File: src/hdl/lvtc_pkg.sv
`timescale 1ns / 1ps
// Shared types and constants for the literal value type classifier.
// No dependencies; used by literal_value_type_classifier_top.
package lvtc_pkg;

    // parse phases
    localparam logic [3:0] PH_START  = 4'd0;
    localparam logic [3:0] PH_SIGNED = 4'd1;
    localparam logic [3:0] PH_ZERO   = 4'd2;
    localparam logic [3:0] PH_DEC    = 4'd3;
    localparam logic [3:0] PH_BIN    = 4'd4;
    localparam logic [3:0] PH_OCT    = 4'd5;
    localparam logic [3:0] PH_HEX    = 4'd6;
    localparam logic [3:0] PH_FRAC   = 4'd7;
    localparam logic [3:0] PH_EXP0   = 4'd8;
    localparam logic [3:0] PH_EXPS   = 4'd9;
    localparam logic [3:0] PH_EXP    = 4'd10;
    localparam logic [3:0] PH_WORD   = 4'd11;
    localparam logic [3:0] PH_BAD    = 4'd12;

    // digit comparison against a threshold
    localparam logic [1:0] ORD_EQ = 2'd0;
    localparam logic [1:0] ORD_LT = 2'd1;
    localparam logic [1:0] ORD_GT = 2'd2;

    // result codes
    localparam logic [4:0] T_INVALID = 5'd0;
    localparam logic [4:0] T_NULL    = 5'd1;
    localparam logic [4:0] T_BOOL    = 5'd2;
    localparam logic [4:0] T_UINT7   = 5'd3;
    localparam logic [4:0] T_BIGINT  = 5'd15;
    localparam logic [4:0] T_FLOAT   = 5'd16;

    localparam int NUM_THR = 12;
    localparam logic [6:0] DT_MAX = 7'd127;
    localparam logic [3:0] POS_MAX = 4'd15;

    typedef struct packed {
        logic [6:0] n;
        logic [3:0] lead;
        logic [4:0] vtype;
    } pow2_t;

    // decimal thresholds, BCD, first digit in the top nibble
    localparam logic [79:0] DEC_THR [NUM_THR] = '{
        {12'h127, 68'h0},
        {12'h255, 68'h0},
        {20'h32767, 60'h0},
        {20'h65535, 60'h0},
        {40'h2147483647, 40'h0},
        {40'h4294967295, 40'h0},
        {76'h9223372036854775807, 4'h0},
        80'h18446744073709551615,
        {12'h128, 68'h0},
        {20'h32768, 60'h0},
        {40'h2147483648, 40'h0},
        {76'h9223372036854775808, 4'h0}
    };
    localparam logic [6:0] DEC_LEN [NUM_THR] = '{
        7'd3, 7'd3, 7'd5, 7'd5, 7'd10, 7'd10, 7'd19, 7'd20, 7'd3, 7'd5, 7'd10, 7'd19
    };
    localparam logic [4:0] DEC_TYPE [NUM_THR] = '{
        5'd3, 5'd4, 5'd5, 5'd6, 5'd7, 5'd8, 5'd9, 5'd10, 5'd11, 5'd12, 5'd13, 5'd14
    };

    // rows: binary, octal, hex
    localparam pow2_t POS_TAB [3][8] = '{
        '{'{7'd7,4'd1,5'd3}, '{7'd8,4'd1,5'd4}, '{7'd15,4'd1,5'd5}, '{7'd16,4'd1,5'd6},
          '{7'd31,4'd1,5'd7}, '{7'd32,4'd1,5'd8}, '{7'd63,4'd1,5'd9}, '{7'd64,4'd1,5'd10}},
        '{'{7'd3,4'd1,5'd3}, '{7'd3,4'd3,5'd4}, '{7'd5,4'd7,5'd5}, '{7'd6,4'd1,5'd6},
          '{7'd11,4'd1,5'd7}, '{7'd11,4'd3,5'd8}, '{7'd21,4'd7,5'd9}, '{7'd22,4'd1,5'd10}},
        '{'{7'd2,4'd7,5'd3}, '{7'd2,4'd15,5'd4}, '{7'd4,4'd7,5'd5}, '{7'd4,4'd15,5'd6},
          '{7'd8,4'd7,5'd7}, '{7'd8,4'd15,5'd8}, '{7'd16,4'd7,5'd9}, '{7'd16,4'd15,5'd10}}
    };
    localparam pow2_t NEG_TAB [3][4] = '{
        '{'{7'd8,4'd1,5'd11}, '{7'd16,4'd1,5'd12}, '{7'd32,4'd1,5'd13}, '{7'd64,4'd1,5'd14}},
        '{'{7'd3,4'd2,5'd11}, '{7'd6,4'd1,5'd12}, '{7'd11,4'd2,5'd13}, '{7'd22,4'd1,5'd14}},
        '{'{7'd2,4'd8,5'd11}, '{7'd4,4'd8,5'd12}, '{7'd8,4'd8,5'd13}, '{7'd16,4'd8,5'd14}}
    };

    // keywords, first character in the top byte
    localparam logic [63:0] KW_TEXT [5] = '{
        "Infinity", {"NaN", 40'h0}, {"true", 32'h0}, {"null", 32'h0}, {"false", 24'h0}
    };
    localparam logic [3:0] KW_LEN [5] = '{4'd8, 4'd3, 4'd4, 4'd4, 4'd5};

    function automatic logic [3:0] thr_digit(input logic [79:0] thr, input logic [4:0] k);
        logic [79:0] sh;
        begin
            sh = thr << {k, 2'b00};
            return sh[79:76];
        end
    endfunction

    function automatic logic [7:0] kw_char(input logic [63:0] kw, input logic [2:0] p);
        logic [63:0] sh;
        begin
            sh = kw << {p, 3'b000};
            return sh[63:56];
        end
    endfunction

endpackage

File: src/hdl/literal_value_type_classifier_top.sv
`timescale 1ns / 1ps
// Literal value type classifier: character-serial parser and type coder.
// Depends on lvtc_pkg.
//
// Characters of a literal enter one per cycle (one transfer per cycle when
// the result side is not stalled). Each transfer lands in an input register;
// from it the parse state is updated, or reset after an item with last set
// or with has_char low, and such an item also writes the type code to the
// result register, whose valid flag is registered with it. The rate is one
// item per cycle, set by the single parse-state update; both sides stall
// only while a finished result waits to be taken.
module literal_value_type_classifier_top (
    input  logic       clk,
    input  logic       rst_n,
    input  logic       item_valid,
    output logic       item_stall,
    input  logic [7:0] ch,
    input  logic       has_char,
    input  logic       last,
    output logic       result_valid,
    input  logic       result_stall,
    output logic [4:0] value_type
);

    logic       adv;
    logic       iv_reg;
    logic [7:0] ich_reg;
    logic       ihas_reg;
    logic       ilast_reg;
    logic       rv_reg;
    logic [4:0] type_reg;

    logic [3:0] phase_reg, phase_next;
    logic       neg_reg, neg_next;
    logic       sign_reg, sign_next;
    logic [6:0] dtot_reg, dtot_next;
    logic [3:0] lead_reg, lead_next;
    logic       rzero_reg, rzero_next;
    logic       pu_reg, pu_next;
    logic [3:0] pos_reg, pos_next;
    logic [4:0] wm_reg, wm_next;
    logic [1:0] ord_reg [lvtc_pkg::NUM_THR];
    logic [1:0] ord_next [lvtc_pkg::NUM_THR];

    logic       is_end;
    logic [4:0] fin;

    assign adv        = !(rv_reg && result_stall);
    assign item_stall = !adv;
    assign is_end     = iv_reg && (!ihas_reg || ilast_reg);

    // parse one character
    always_comb
    begin
        logic [7:0] c;
        logic       isdec;
        logic [3:0] d;
        logic       hok;
        logic [3:0] hv;
        logic       run_dec;
        logic       run_exp;
        logic       run_word;
        logic [4:0] k;
        c = ich_reg;
        isdec = (c >= "0") && (c <= "9");
        d = c[3:0];
        hok = 1'b0;
        hv = 4'd0;
        run_dec = 1'b0;
        run_exp = 1'b0;
        run_word = 1'b0;
        k = 5'd0;
        if (isdec)
        begin
            hok = 1'b1;
            hv = d;
        end
        else if ((c >= "a" && c <= "f") || (c >= "A" && c <= "F"))
        begin
            hok = 1'b1;
            hv = c[3:0] + 4'd9;
        end

        phase_next = phase_reg;
        neg_next   = neg_reg;
        sign_next  = sign_reg;
        dtot_next  = dtot_reg;
        lead_next  = lead_reg;
        rzero_next = rzero_reg;
        pu_next    = pu_reg;
        pos_next   = pos_reg;
        wm_next    = wm_reg;
        for (int t = 0; t < lvtc_pkg::NUM_THR; t++)
        begin
            ord_next[t] = ord_reg[t];
        end

        if (ihas_reg)
        begin
            case (phase_reg)
                lvtc_pkg::PH_START, lvtc_pkg::PH_SIGNED:
                begin
                    if (phase_reg == lvtc_pkg::PH_START && (c == "+" || c == "-"))
                    begin
                        sign_next  = 1'b1;
                        neg_next   = (c == "-");
                        phase_next = lvtc_pkg::PH_SIGNED;
                    end
                    else if (c == "0")
                    begin
                        phase_next = lvtc_pkg::PH_ZERO;
                    end
                    else if (isdec)
                    begin
                        phase_next = lvtc_pkg::PH_DEC;
                        pos_next = 4'd0;
                        pu_next = 1'b0;
                        run_dec = 1'b1;
                    end
                    else
                    begin
                        phase_next = lvtc_pkg::PH_WORD;
                        run_word = 1'b1;
                    end
                end
                lvtc_pkg::PH_ZERO:
                begin
                    pos_next = 4'd0;
                    pu_next = 1'b0;
                    if (c == "b" || c == "B")
                        phase_next = lvtc_pkg::PH_BIN;
                    else if (c == "o" || c == "O")
                        phase_next = lvtc_pkg::PH_OCT;
                    else if (c == "x" || c == "X")
                        phase_next = lvtc_pkg::PH_HEX;
                    else if (c == ".")
                        phase_next = lvtc_pkg::PH_FRAC;
                    else if (c == "e" || c == "E")
                        phase_next = lvtc_pkg::PH_EXP0;
                    else
                    begin
                        phase_next = lvtc_pkg::PH_DEC;
                        run_dec = 1'b1;
                    end
                end
                lvtc_pkg::PH_DEC:
                begin
                    run_dec = 1'b1;
                end
                lvtc_pkg::PH_BIN, lvtc_pkg::PH_OCT, lvtc_pkg::PH_HEX:
                begin
                    if (phase_reg == lvtc_pkg::PH_BIN && hv > 4'd1)
                        hok = 1'b0;
                    if (phase_reg == lvtc_pkg::PH_OCT && hv > 4'd7)
                        hok = 1'b0;
                    if (hok)
                    begin
                        if (lead_reg == 4'd0 && hv != 4'd0)
                        begin
                            lead_next = hv;
                            dtot_next = 7'd1;
                        end
                        else if (lead_reg != 4'd0)
                        begin
                            if (dtot_reg < lvtc_pkg::DT_MAX)
                                dtot_next = dtot_reg + 7'd1;
                            if (hv != 4'd0)
                                rzero_next = 1'b0;
                        end
                        pu_next = 1'b0;
                        if (pos_reg < lvtc_pkg::POS_MAX)
                            pos_next = pos_reg + 4'd1;
                    end
                    else if (c == "_")
                    begin
                        if (pos_reg != 4'd0 && !pu_reg)
                        begin
                            pu_next = 1'b1;
                            if (pos_reg < lvtc_pkg::POS_MAX)
                                pos_next = pos_reg + 4'd1;
                        end
                        else
                            phase_next = lvtc_pkg::PH_BAD;
                    end
                    else
                        phase_next = lvtc_pkg::PH_BAD;
                end
                lvtc_pkg::PH_FRAC:
                begin
                    if ((c == "e" || c == "E") && !pu_reg)
                    begin
                        phase_next = lvtc_pkg::PH_EXP0;
                        pos_next = 4'd0;
                        pu_next = 1'b0;
                    end
                    else
                        run_exp = 1'b1;
                end
                lvtc_pkg::PH_EXP0, lvtc_pkg::PH_EXPS:
                begin
                    if (phase_reg == lvtc_pkg::PH_EXP0 && (c == "+" || c == "-"))
                        phase_next = lvtc_pkg::PH_EXPS;
                    else
                    begin
                        phase_next = lvtc_pkg::PH_EXP;
                        pos_next = 4'd0;
                        pu_next = 1'b0;
                        run_exp = 1'b1;
                    end
                end
                lvtc_pkg::PH_EXP:
                begin
                    run_exp = 1'b1;
                end
                lvtc_pkg::PH_WORD:
                begin
                    run_word = 1'b1;
                end
                default:
                begin
                    phase_next = lvtc_pkg::PH_BAD;
                end
            endcase
        end

        // digit-run body shared by fraction and exponent
        if (run_exp)
        begin
            if (isdec)
            begin
                pu_next = 1'b0;
                if (pos_next < lvtc_pkg::POS_MAX)
                    pos_next = pos_next + 4'd1;
            end
            else if (c == "_" && pos_next != 4'd0 && !pu_next)
            begin
                pu_next = 1'b1;
                if (pos_next < lvtc_pkg::POS_MAX)
                    pos_next = pos_next + 4'd1;
            end
            else
                phase_next = lvtc_pkg::PH_BAD;
        end

        if (run_dec)
        begin
            if (isdec)
            begin
                if (lead_next != 4'd0 || d != 4'd0)
                begin
                    k = dtot_next[4:0];
                    if (lead_next == 4'd0)
                        lead_next = d;
                    for (int t = 0; t < lvtc_pkg::NUM_THR; t++)
                    begin
                        if (dtot_next < lvtc_pkg::DEC_LEN[t] && ord_next[t] == lvtc_pkg::ORD_EQ)
                        begin
                            if (d < lvtc_pkg::thr_digit(lvtc_pkg::DEC_THR[t], k))
                                ord_next[t] = lvtc_pkg::ORD_LT;
                            else if (d > lvtc_pkg::thr_digit(lvtc_pkg::DEC_THR[t], k))
                                ord_next[t] = lvtc_pkg::ORD_GT;
                        end
                    end
                    if (dtot_next < lvtc_pkg::DT_MAX)
                        dtot_next = dtot_next + 7'd1;
                end
                pu_next = 1'b0;
                if (pos_next < lvtc_pkg::POS_MAX)
                    pos_next = pos_next + 4'd1;
            end
            else if (c == "_")
            begin
                if (pos_next != 4'd0 && !pu_next)
                begin
                    pu_next = 1'b1;
                    if (pos_next < lvtc_pkg::POS_MAX)
                        pos_next = pos_next + 4'd1;
                end
                else
                    phase_next = lvtc_pkg::PH_BAD;
            end
            else if ((c == "." || c == "e" || c == "E") && lead_next != 4'd0 && !pu_next)
            begin
                phase_next = (c == ".") ? lvtc_pkg::PH_FRAC : lvtc_pkg::PH_EXP0;
                pos_next = 4'd0;
                pu_next = 1'b0;
            end
            else
                phase_next = lvtc_pkg::PH_BAD;
        end

        if (run_word)
        begin
            for (int w = 0; w < 5; w++)
            begin
                if (pos_next >= lvtc_pkg::KW_LEN[w] ||
                    lvtc_pkg::kw_char(lvtc_pkg::KW_TEXT[w], pos_next[2:0]) != c)
                    wm_next[w] = 1'b0;
            end
            if (pos_next < lvtc_pkg::POS_MAX)
                pos_next = pos_next + 4'd1;
        end
    end

    // type code from the updated state
    always_comb
    begin
        logic         found;
        logic [1:0]   r;
        lvtc_pkg::pow2_t ent;
        found = 1'b0;
        r = 2'd0;
        ent = '0;
        fin = lvtc_pkg::T_INVALID;
        case (phase_next)
            lvtc_pkg::PH_ZERO:
                fin = lvtc_pkg::T_UINT7;
            lvtc_pkg::PH_DEC:
            begin
                if (pu_next)
                    fin = lvtc_pkg::T_INVALID;
                else if (lead_next == 4'd0)
                    fin = lvtc_pkg::T_UINT7;
                else
                begin
                    fin = lvtc_pkg::T_BIGINT;
                    if (neg_next)
                    begin
                        for (int i = 0; i < 4; i++)
                        begin
                            if (!found &&
                                (dtot_next < lvtc_pkg::DEC_LEN[i + 8] ||
                                 (dtot_next == lvtc_pkg::DEC_LEN[i + 8] &&
                                  ord_next[i + 8] != lvtc_pkg::ORD_GT)))
                            begin
                                found = 1'b1;
                                fin = lvtc_pkg::DEC_TYPE[i + 8];
                            end
                        end
                    end
                    else
                    begin
                        for (int i = 0; i < 8; i++)
                        begin
                            if (!found &&
                                (dtot_next < lvtc_pkg::DEC_LEN[i] ||
                                 (dtot_next == lvtc_pkg::DEC_LEN[i] &&
                                  ord_next[i] != lvtc_pkg::ORD_GT)))
                            begin
                                found = 1'b1;
                                fin = lvtc_pkg::DEC_TYPE[i];
                            end
                        end
                    end
                end
            end
            lvtc_pkg::PH_BIN, lvtc_pkg::PH_OCT, lvtc_pkg::PH_HEX:
            begin
                if (pos_next == 4'd0 || pu_next)
                    fin = lvtc_pkg::T_INVALID;
                else
                begin
                    r = 2'(phase_next - lvtc_pkg::PH_BIN);
                    fin = lvtc_pkg::T_BIGINT;
                    for (int i = 0; i < 8; i++)
                    begin
                        ent = neg_next ? lvtc_pkg::NEG_TAB[r][i % 4] : lvtc_pkg::POS_TAB[r][i];
                        if (!found && (!neg_next || i < 4))
                        begin
                            if (dtot_next < ent.n ||
                                (dtot_next == ent.n && (lead_next < ent.lead ||
                                 (lead_next == ent.lead && (!neg_next || rzero_next)))))
                            begin
                                found = 1'b1;
                                fin = ent.vtype;
                            end
                        end
                    end
                end
            end
            lvtc_pkg::PH_FRAC, lvtc_pkg::PH_EXP:
                fin = pu_next ? lvtc_pkg::T_INVALID : lvtc_pkg::T_FLOAT;
            lvtc_pkg::PH_WORD:
            begin
                if (wm_next[0] && pos_next == lvtc_pkg::KW_LEN[0])
                    fin = lvtc_pkg::T_FLOAT;
                else if (sign_next)
                    fin = lvtc_pkg::T_INVALID;
                else if (wm_next[1] && pos_next == lvtc_pkg::KW_LEN[1])
                    fin = lvtc_pkg::T_FLOAT;
                else if (wm_next[2] && pos_next == lvtc_pkg::KW_LEN[2])
                    fin = lvtc_pkg::T_BOOL;
                else if (wm_next[3] && pos_next == lvtc_pkg::KW_LEN[3])
                    fin = lvtc_pkg::T_NULL;
                else if (wm_next[4] && pos_next == lvtc_pkg::KW_LEN[4])
                    fin = lvtc_pkg::T_BOOL;
                else
                    fin = lvtc_pkg::T_INVALID;
            end
            default:
                fin = lvtc_pkg::T_INVALID;
        endcase
    end

    // input register
    always_ff @(posedge clk or negedge rst_n)
    begin
        if (!rst_n)
        begin
            iv_reg <= 1'b0;
        end
        else if (adv)
        begin
            iv_reg <= item_valid;
        end
    end

    always_ff @(posedge clk)
    begin
        if (adv && item_valid)
        begin
            ich_reg   <= ch;
            ihas_reg  <= has_char;
            ilast_reg <= last;
        end
    end

    // parse state and result register
    always_ff @(posedge clk or negedge rst_n)
    begin
        if (!rst_n)
        begin
            phase_reg <= lvtc_pkg::PH_START;
            neg_reg   <= 1'b0;
            sign_reg  <= 1'b0;
            dtot_reg  <= 7'd0;
            lead_reg  <= 4'd0;
            rzero_reg <= 1'b1;
            pu_reg    <= 1'b0;
            pos_reg   <= 4'd0;
            wm_reg    <= 5'h1F;
            for (int t = 0; t < lvtc_pkg::NUM_THR; t++)
            begin
                ord_reg[t] <= lvtc_pkg::ORD_EQ;
            end
            rv_reg    <= 1'b0;
        end
        else if (adv)
        begin
            rv_reg <= is_end;
            if (is_end)
            begin
                phase_reg <= lvtc_pkg::PH_START;
                neg_reg   <= 1'b0;
                sign_reg  <= 1'b0;
                dtot_reg  <= 7'd0;
                lead_reg  <= 4'd0;
                rzero_reg <= 1'b1;
                pu_reg    <= 1'b0;
                pos_reg   <= 4'd0;
                wm_reg    <= 5'h1F;
                for (int t = 0; t < lvtc_pkg::NUM_THR; t++)
                begin
                    ord_reg[t] <= lvtc_pkg::ORD_EQ;
                end
            end
            else if (iv_reg)
            begin
                phase_reg <= phase_next;
                neg_reg   <= neg_next;
                sign_reg  <= sign_next;
                dtot_reg  <= dtot_next;
                lead_reg  <= lead_next;
                rzero_reg <= rzero_next;
                pu_reg    <= pu_next;
                pos_reg   <= pos_next;
                wm_reg    <= wm_next;
                for (int t = 0; t < lvtc_pkg::NUM_THR; t++)
                begin
                    ord_reg[t] <= ord_next[t];
                end
            end
        end
    end

    always_ff @(posedge clk)
    begin
        if (adv && is_end)
        begin
            type_reg <= fin;
        end
    end

    assign result_valid = rv_reg;
    assign value_type   = type_reg;

endmodule
File: config.mk
export PLATFORM = sky130hd
export DESIGN_NAME = literal_value_type_classifier_top
export DESIGN_NICKNAME = d
export VERILOG_FILES = /design/src/hdl/lvtc_pkg.sv /design/src/hdl/literal_value_type_classifier_top.sv
export SDC_FILE = /design/constraint.sdc
export NUM_CORES = 1
export LEC_CHECK = 0
export BUFFER_PORTS_ARGS = -buffer_cell sky130_fd_sc_hd__buf_2
export CAP_MARGIN = 10
export CORE_MARGIN = 4
export CORE_UTILIZATION = 60
export CTS_BUF_LIST = sky130_fd_sc_hd__clkbuf_4 sky130_fd_sc_hd__clkbuf_8
export DETAILED_ROUTE_END_ITERATION = 6
export HOLD_SLACK_MARGIN = 0.02
export PLACE_DENSITY = 0.85
export SLEW_MARGIN = 0
export SYNTH_ARGS = -nofsm -noshare
export SYNTH_HDL_FRONTEND = slang
export SYNTH_SLANG_ARGS = --single-unit
File: constraint.sdc
create_clock -name clk -period 8.6 [get_ports clk]
set_input_delay 1.72 -clock clk [delete_from_list [all_inputs] [get_ports clk]]
set_output_delay 1.72 -clock clk [all_outputs]
set_load 0.01 [all_outputs]
==> results of run 1 <==
[per-layer routing]
layer / part of all wire / track usage / routed length, um
met2: 0.43 / 0.540 / 14200
met1: 0.42 / 0.527 / 14000
met3: 0.12 / 0.0668 / 3930
met5: 0 / 0 / 0
met4: 0.032 / 0.121 / 1080
[cell usage in the layout (no fill, tap or decap), types with 19 or more instances in the layout]
| master | synthesis | final |
|---|---|---|
| a21o_1 | 22 | 22 |
| a21oi_1 | 86 | 81 |
| a31oi_1 | 25 | 25 |
| and2_1 | 25 | 25 |
| and3_1 | 19 | 19 |
| buf_2 | 3 | 20 |
| buf_4 | 1 | 70 |
| dfrtp_1 | 48 | 47 |
| ha_1 | 110 | 105 |
| inv_1 | 46 | 43 |
| nand2_1 | 131 | 130 |
| nand2b_1 | 23 | 22 |
| nand3_1 | 39 | 39 |
| nor2_1 | 130 | 129 |
| nor2b_1 | 27 | 27 |
| nor3_1 | 31 | 30 |
| o21ai_0 | 78 | 76 |
[report_power, final]
group | switching [mW] | internal [mW] | leakage, nW
Clock | 0.149 | 0.171 | 0.112
Sequential | 0.0235 | 0.361 | 0.870
Combinational | 0.434 | 0.284 | 3.61
[worst min-delay path, delay by kind of cell (launching register included)]
family | cells | cell delay [ns]
DFF | 1 | 0.37
and+or+nand+nor | 1 | 0.05
AOI/OAI and AO/OA | 1 | 0.07
[path summary, 6_finish.rpt]
path | startpoint | endpoint | slack [ns] | depth (start not counted)
max reg2reg | ich_reg[7] | value_type[1] | 0.32 | 43
min | wm_reg[4] | wm_reg[4] | 0.49 | 2
min reg2reg | wm_reg[4] | wm_reg[4] | 0.49 | 2
max in group asynchronous | rst_n | pos_reg[0] | 6.57 | 2
min in group asynchronous | rst_n | ord_reg[14] | 1.50 | 2
max | ich_reg[7] | value_type[1] | 0.32 | 43
[metrics by stage]
| step | utilization | hold slack, ns |
|---|---|---|
| floorplan | - | 0.456 |
| global placement | 0.654 | 0.473 |
| detailed placement | 0.654 | 0.473 |
| CTS | 0.669 | 0.488 |
| global route | 0.692 | 0.523 |
| finish | 0.692 | 0.487 |
[cell type report]
cell class | count | area, sq um | share of cell area
sequential | 69 | 1810 | 0.170
inverter | 53 | 199 | 0.0187
clock buffer | 10 | 138 | 0.0129
tap | 211 | 264 | 0.0248
multi-input combinational | 1081 | 7490 | 0.705
timing repair buffer | 92 | 642 | 0.0604
clock inverter | 6 | 86.3 | 0.00812
[cells by family after synthesis]
logic type | count (synthesis) | share of synthesized area
and+or+nand+nor | 529 | 0.283
AOI/OAI and AO/OA | 407 | 0.300
buffers and inverters | 111 | 0.0446
adders and majority gates | 110 | 0.145
DFF | 69 | 0.190
xor gates and xnor gates | 18 | 0.0166
muxes | 17 | 0.0204
[what timing repair did]
action                                  4_1_cts  5_1_grt
gates resized for setup                       0       46
buffers inserted                              0       18
hold buffers                                  0        0
endpoints found under the setup margin        0        5
==> run_results.csv, run 1 <==
group,metric,value,unit
run_status,status,"completed",
pwr,ir_worst_vdd,0.121,mV
placement,pre_cts_ws,0.0770,ns
sta,slew_headroom,0.211,
sta,slew_violations,0,
placement,dpl.cell_count,1488,
clock_tree,cts_tree,"built",
global_routing,antenna_found_initial,0,
global_routing,track_usage,0.362,
worst_setup_path,critPathTopFamily,"compound AO/OA/AOI/OAI gates",
global_routing,grt_first_pass_wirelength,51800,um
routing,drt-initial-drc-count,1445,
routing,via_per_inst,6.97,
sta,fin_crit,8.28,ns
clock_tree,clockBufferDepth,2,
routing,drt-pass1-iter-count,6,
final_layout,stdcell_area,0.0106,sq mm
clock_tree,htree_levels,3,
global_routing,grt_pass1_vias,9407,
placement,port_buffers,20,
floorplan,start_util,0.618,
yosys,avgSynthCellArea,7.54,sq um
yosys,netlist_area,0.00950,sq mm
yosys,yosys.area.top_type_share,0.145,
worst_setup_path,worst-path-buf-inv,5,
final_layout,synthToLayoutAreaGrowth,11.9,%
yosys,synthTopCellsByCount,"nand2_1, nor2_1, ha_1, a21oi_1, o21ai_0",
floorplan,core,0.0154,sq mm
final_layout,antenna_cells,0,
yosys,synth.area.top_cells,"ha_1, dfrtp_1, nand2_1, nor2_1, edfxtp_1",
pwr,pwr_density_cell,134,mW/mm^2
floorplan,ios,21,
floorplan,num_rows,45,
sta,setup_ws,0.321,ns
worst_setup_path,critPathLaunchType,"register",
sta,finalHoldViolations,0,
yosys,syn-num-nets,1385,
worst_setup_path,cp_slowest_stage_delay,0.60,ns
routing,drcViolationCount,0,
yosys,synth_edf_count,15,
routing,ant_nets,0,
hold_path,hold_path.class,"reg -> reg",
floorplan,die_w,134,um
run,cap_violations,0,
placement,hpwl,25100,um
yosys,netlist_instances,1261,
final_layout,n_fill_cell,1325,
worst_setup_path,cp_max_fo,5,
sta,period_share,0.963,
routing,vias,10600,
sta,worst_slew_pin_slew,1.17,ns
pwr,total_power,1.42,mW
worst_setup_path,required,8.72,ns
worst_setup_path,path_class,"reg -> reg",
sta,finalSetupTns,0,ns
sta,fmaxAchievable,0.121,GHz
yosys,yosysMostFrequentCell,"nand2_1",
worst_setup_path,end_kind,"register",
floorplan,fp.dieH,134,um
global_routing,grt_start_max_net_pins,55,
yosys,ys_ff_latch,69,
sta,finalSetupViolCount,0,
final_layout,finalNonFillerCells,1522,
yosys,synth_ff_type,"dfrtp_1",
final_layout,largest_reg_flops,24,
clock_tree,clock-root-buffer,"clkbuf_8",
yosys,yosysWarnings,0,
placement,placed_area,0.0101,sq mm
worst_setup_path,cp.arrival,8.40,ns
sta,skew,0.0181,ns
yosys,async_reset_ff_frac,0.783,
routing,wl,33200,um
floorplan,die-area,0.0179,sq mm
final_layout,layout.nets,1430,
worst_setup_path,cpMostUsedCell,"ha_1",
yosys,seq_area_frac_synth,0.190,
placement,gp_congestion,1.04,
worst_setup_path,cp_slowest_cell,"or4b_4",
yosys,yosysTopAreaCell,"ha_1",
clock_tree,cts_sinks,69,
global_routing,overflow,0,
final_layout,drive_above_1_share,0.153,
clock_tree,cts_made_buffers,9,
pwr,p_leak,4.60,nW
clock_tree,clk_latency,0.39,ns
yosys,ys_types,99,
clock_tree,clkSlewWorstSetupHoldPaths,0.09,ns
routing,wl_per_cell,21.8,um
Power figures use the tool's default switching activity.
==> run 2: changes to the inputs <==
--- a/config.mk
+++ b/config.mk
@@ -13,6 +13,7 @@
 export DETAILED_ROUTE_END_ITERATION = 6
 export HOLD_SLACK_MARGIN = 0.02
 export PLACE_DENSITY = 0.85
+export REMOVE_ABC_BUFFERS = 1
 export SLEW_MARGIN = 0
 export SYNTH_ARGS = -nofsm -noshare
 export SYNTH_HDL_FRONTEND = slang
==> run_results.csv, run 2 (synthesis gave the netlist of run 1 again) <==
group,metric,value,unit
run,cap_violations,0,
global_routing,overflow,0,
sta,finalSetupViolCount,0,
floorplan,start_util,0.618,
worst_setup_path,cp_max_fo,7,
global_routing,grt_pass1_vias,9877,
final_layout,n_fill_cell,1306,
pwr,p_leak,4.58,nW
routing,via_per_inst,7.02,
routing,drt-pass1-iter-count,7,
worst_setup_path,critPathTopFamily,"compound AO/OA/AOI/OAI gates",
clock_tree,cts_tree,"built",
run_status,status,"completed",
pwr,pwr_density_cell,132,mW/mm^2
worst_setup_path,cp.arrival,8.63,ns
sta,slew_violations,0,
final_layout,largest_reg_flops,24,
clock_tree,clkSlewWorstSetupHoldPaths,0.09,ns
final_layout,final_cell_mix,"nand2_1, nor2_1, ha_1, a21oi_1, o21ai_0",
sta,finalHoldViolations,0,
placement,hpwl,24900,um
pwr,total_power,1.39,mW
worst_setup_path,critPathLaunchType,"register",
floorplan,core,0.0154,sq mm
sta,skew,0.00951,ns
pwr,ir_worst_vdd,0.146,mV
routing,wl,32900,um
global_routing,antenna_found_initial,0,
routing,ant_nets,0,
floorplan,fp.dieH,134,um
sta,fin_crit,8.39,ns
sta,fmaxAchievable,0.119,GHz
worst_setup_path,cp_slowest_cell,"a211oi_1",
sta,worst_slew_pin_slew,1.00,ns
worst_setup_path,cp_slowest_stage_delay,0.74,ns
final_layout,antenna_cells,0,
pwr,p_comb_frac,0.512,
routing,drt-initial-drc-count,1495,
final_layout,synthToLayoutAreaGrowth,10.8,%
clock_tree,clk_latency,0.39,ns
placement,pre_cts_ws,0.0159,ns
global_routing,track_usage,0.361,
clock_tree,htree_levels,3,
pwr,seq_power_share,0.277,
placement,port_buffers,20,
sta,rsz0062_at_grt,"yes",
final_layout,drive_above_1_share,0.145,
sta,period_share,0.976,
routing,wl_per_cell,21.6,um
worst_setup_path,path_class,"reg -> reg",
clock_tree,clockBufferDepth,2,
final_layout,layout.nets,1430,
hold_path,hold_path.class,"reg -> reg",
pwr,power.share.switching,0.436,
global_routing,grt_first_pass_wirelength,52200,um
clock_tree,cts_made_buffers,9,
sta,finalSetupTns,0,ns
floorplan,ios,21,
clock_tree,cts_sinks,69,
sta,setup_ws,0.206,ns
worst_setup_path,cpMostUsedCell,"ha_1",
routing,vias,10700,
sta,hold_ws,0.490,ns
worst_setup_path,end_kind,"register",
global_routing,grt_start_max_net_pins,55,
routing,drcViolationCount,0,
pwr,pwr-share-clk,0.211,
worst_setup_path,worst-path-buf-inv,7,
floorplan,num_rows,45,
pwr,internal_power,0.785,mW
final_layout,layout_commonest_cell,"nand2_1",
floorplan,die-area,0.0179,sq mm
sta,slew_headroom,0.327,
clock_tree,clock-root-buffer,"clkbuf_8",
floorplan,die_w,134,um
worst_setup_path,required,8.84,ns
pwr,p_sw,0.608,mW
placement,gp_congestion,1.08,
## run 2: cell count changes in the layout (fill, tap and decap cells not counted), sizes merged
cell,before,now
buf,91,92
bufinv,2,1
clkbuf,11,9
clkinv,6,5
inv,50,53
## run 2: worst reg2reg max path, delay by kind of cell, from the launching register on
family	cells	cell delay, ns
AOI/OAI and AO/OA	16	3.72
and+or+nand+nor	7	1.49
muxes	2	0.83
DFF	1	0.43
buffers and inverters	7	0.82
adders and majority gates	4	0.98
## run 2: area by class of cell
class	count	area, sq um	area share
clock inverter	7	81.3	0.00773
timing repair buffer	92	641	0.0609
tap	211	264	0.0251
inverter	53	199	0.0189
clock buffer	9	124	0.0118
sequential	69	1810	0.172
multi-input combinational	1081	7410	0.704
## run 2: worst paths after layout
path	startpoint	slack, ns	depth (start not counted)	endpoint
max in group asynchronous	rst_n	6.67	2	phase_reg[2]
worst max register to register	ich_reg[1]	0.21	36	value_type[4]
worst min register to register	wm_reg[4]	0.49	2	wm_reg[4]
min in group asynchronous	rst_n	1.44	2	ord_reg[8]
worst min-delay path	wm_reg[4]	0.49	2	wm_reg[4]
worst max-delay path	ich_reg[1]	0.21	36	value_type[4]
## run 2: routing by layer
layer,share of wire,GRT usage,vias up
li1,-,-,4853
met1,0.39,0.488,4915
met2,0.43,0.546,772
met3,0.14,0.0926,138
met4,0.045,0.163,0
met5,0,0,-
## run 2: through the flow
stage,instance area (sq um),std cells,utilization
after floorplan,9280,1203,-
after global placement,10100,1491,0.655
after detailed placement,10100,1491,0.655
after CTS,10300,1507,0.669
after global routing,10500,1522,0.685
final,10500,1522,0.685
## run 2: power by group through the flow
| stage | clock [mW] | combinational [mW] | sequential, mW |
|---|---|---|---|
| after global routing | 0.307 | 0.776 | 0.387 |
| after CTS | 0.292 | 0.661 | 0.385 |
| after detailed placement | 0 | 0.654 | 0.391 |
| final | 0.294 | 0.713 | 0.385 |
| after global placement | 0 | 0.639 | 0.390 |
| after floorplan | 0 | 0.442 | 0.397 |
## run 2: what timing repair did
item,CTS,global route
endpoints found under the setup margin,2,5
hold buffers,0,0
buffers inserted,0,15
resized for setup,2,28
pin swaps,0,8
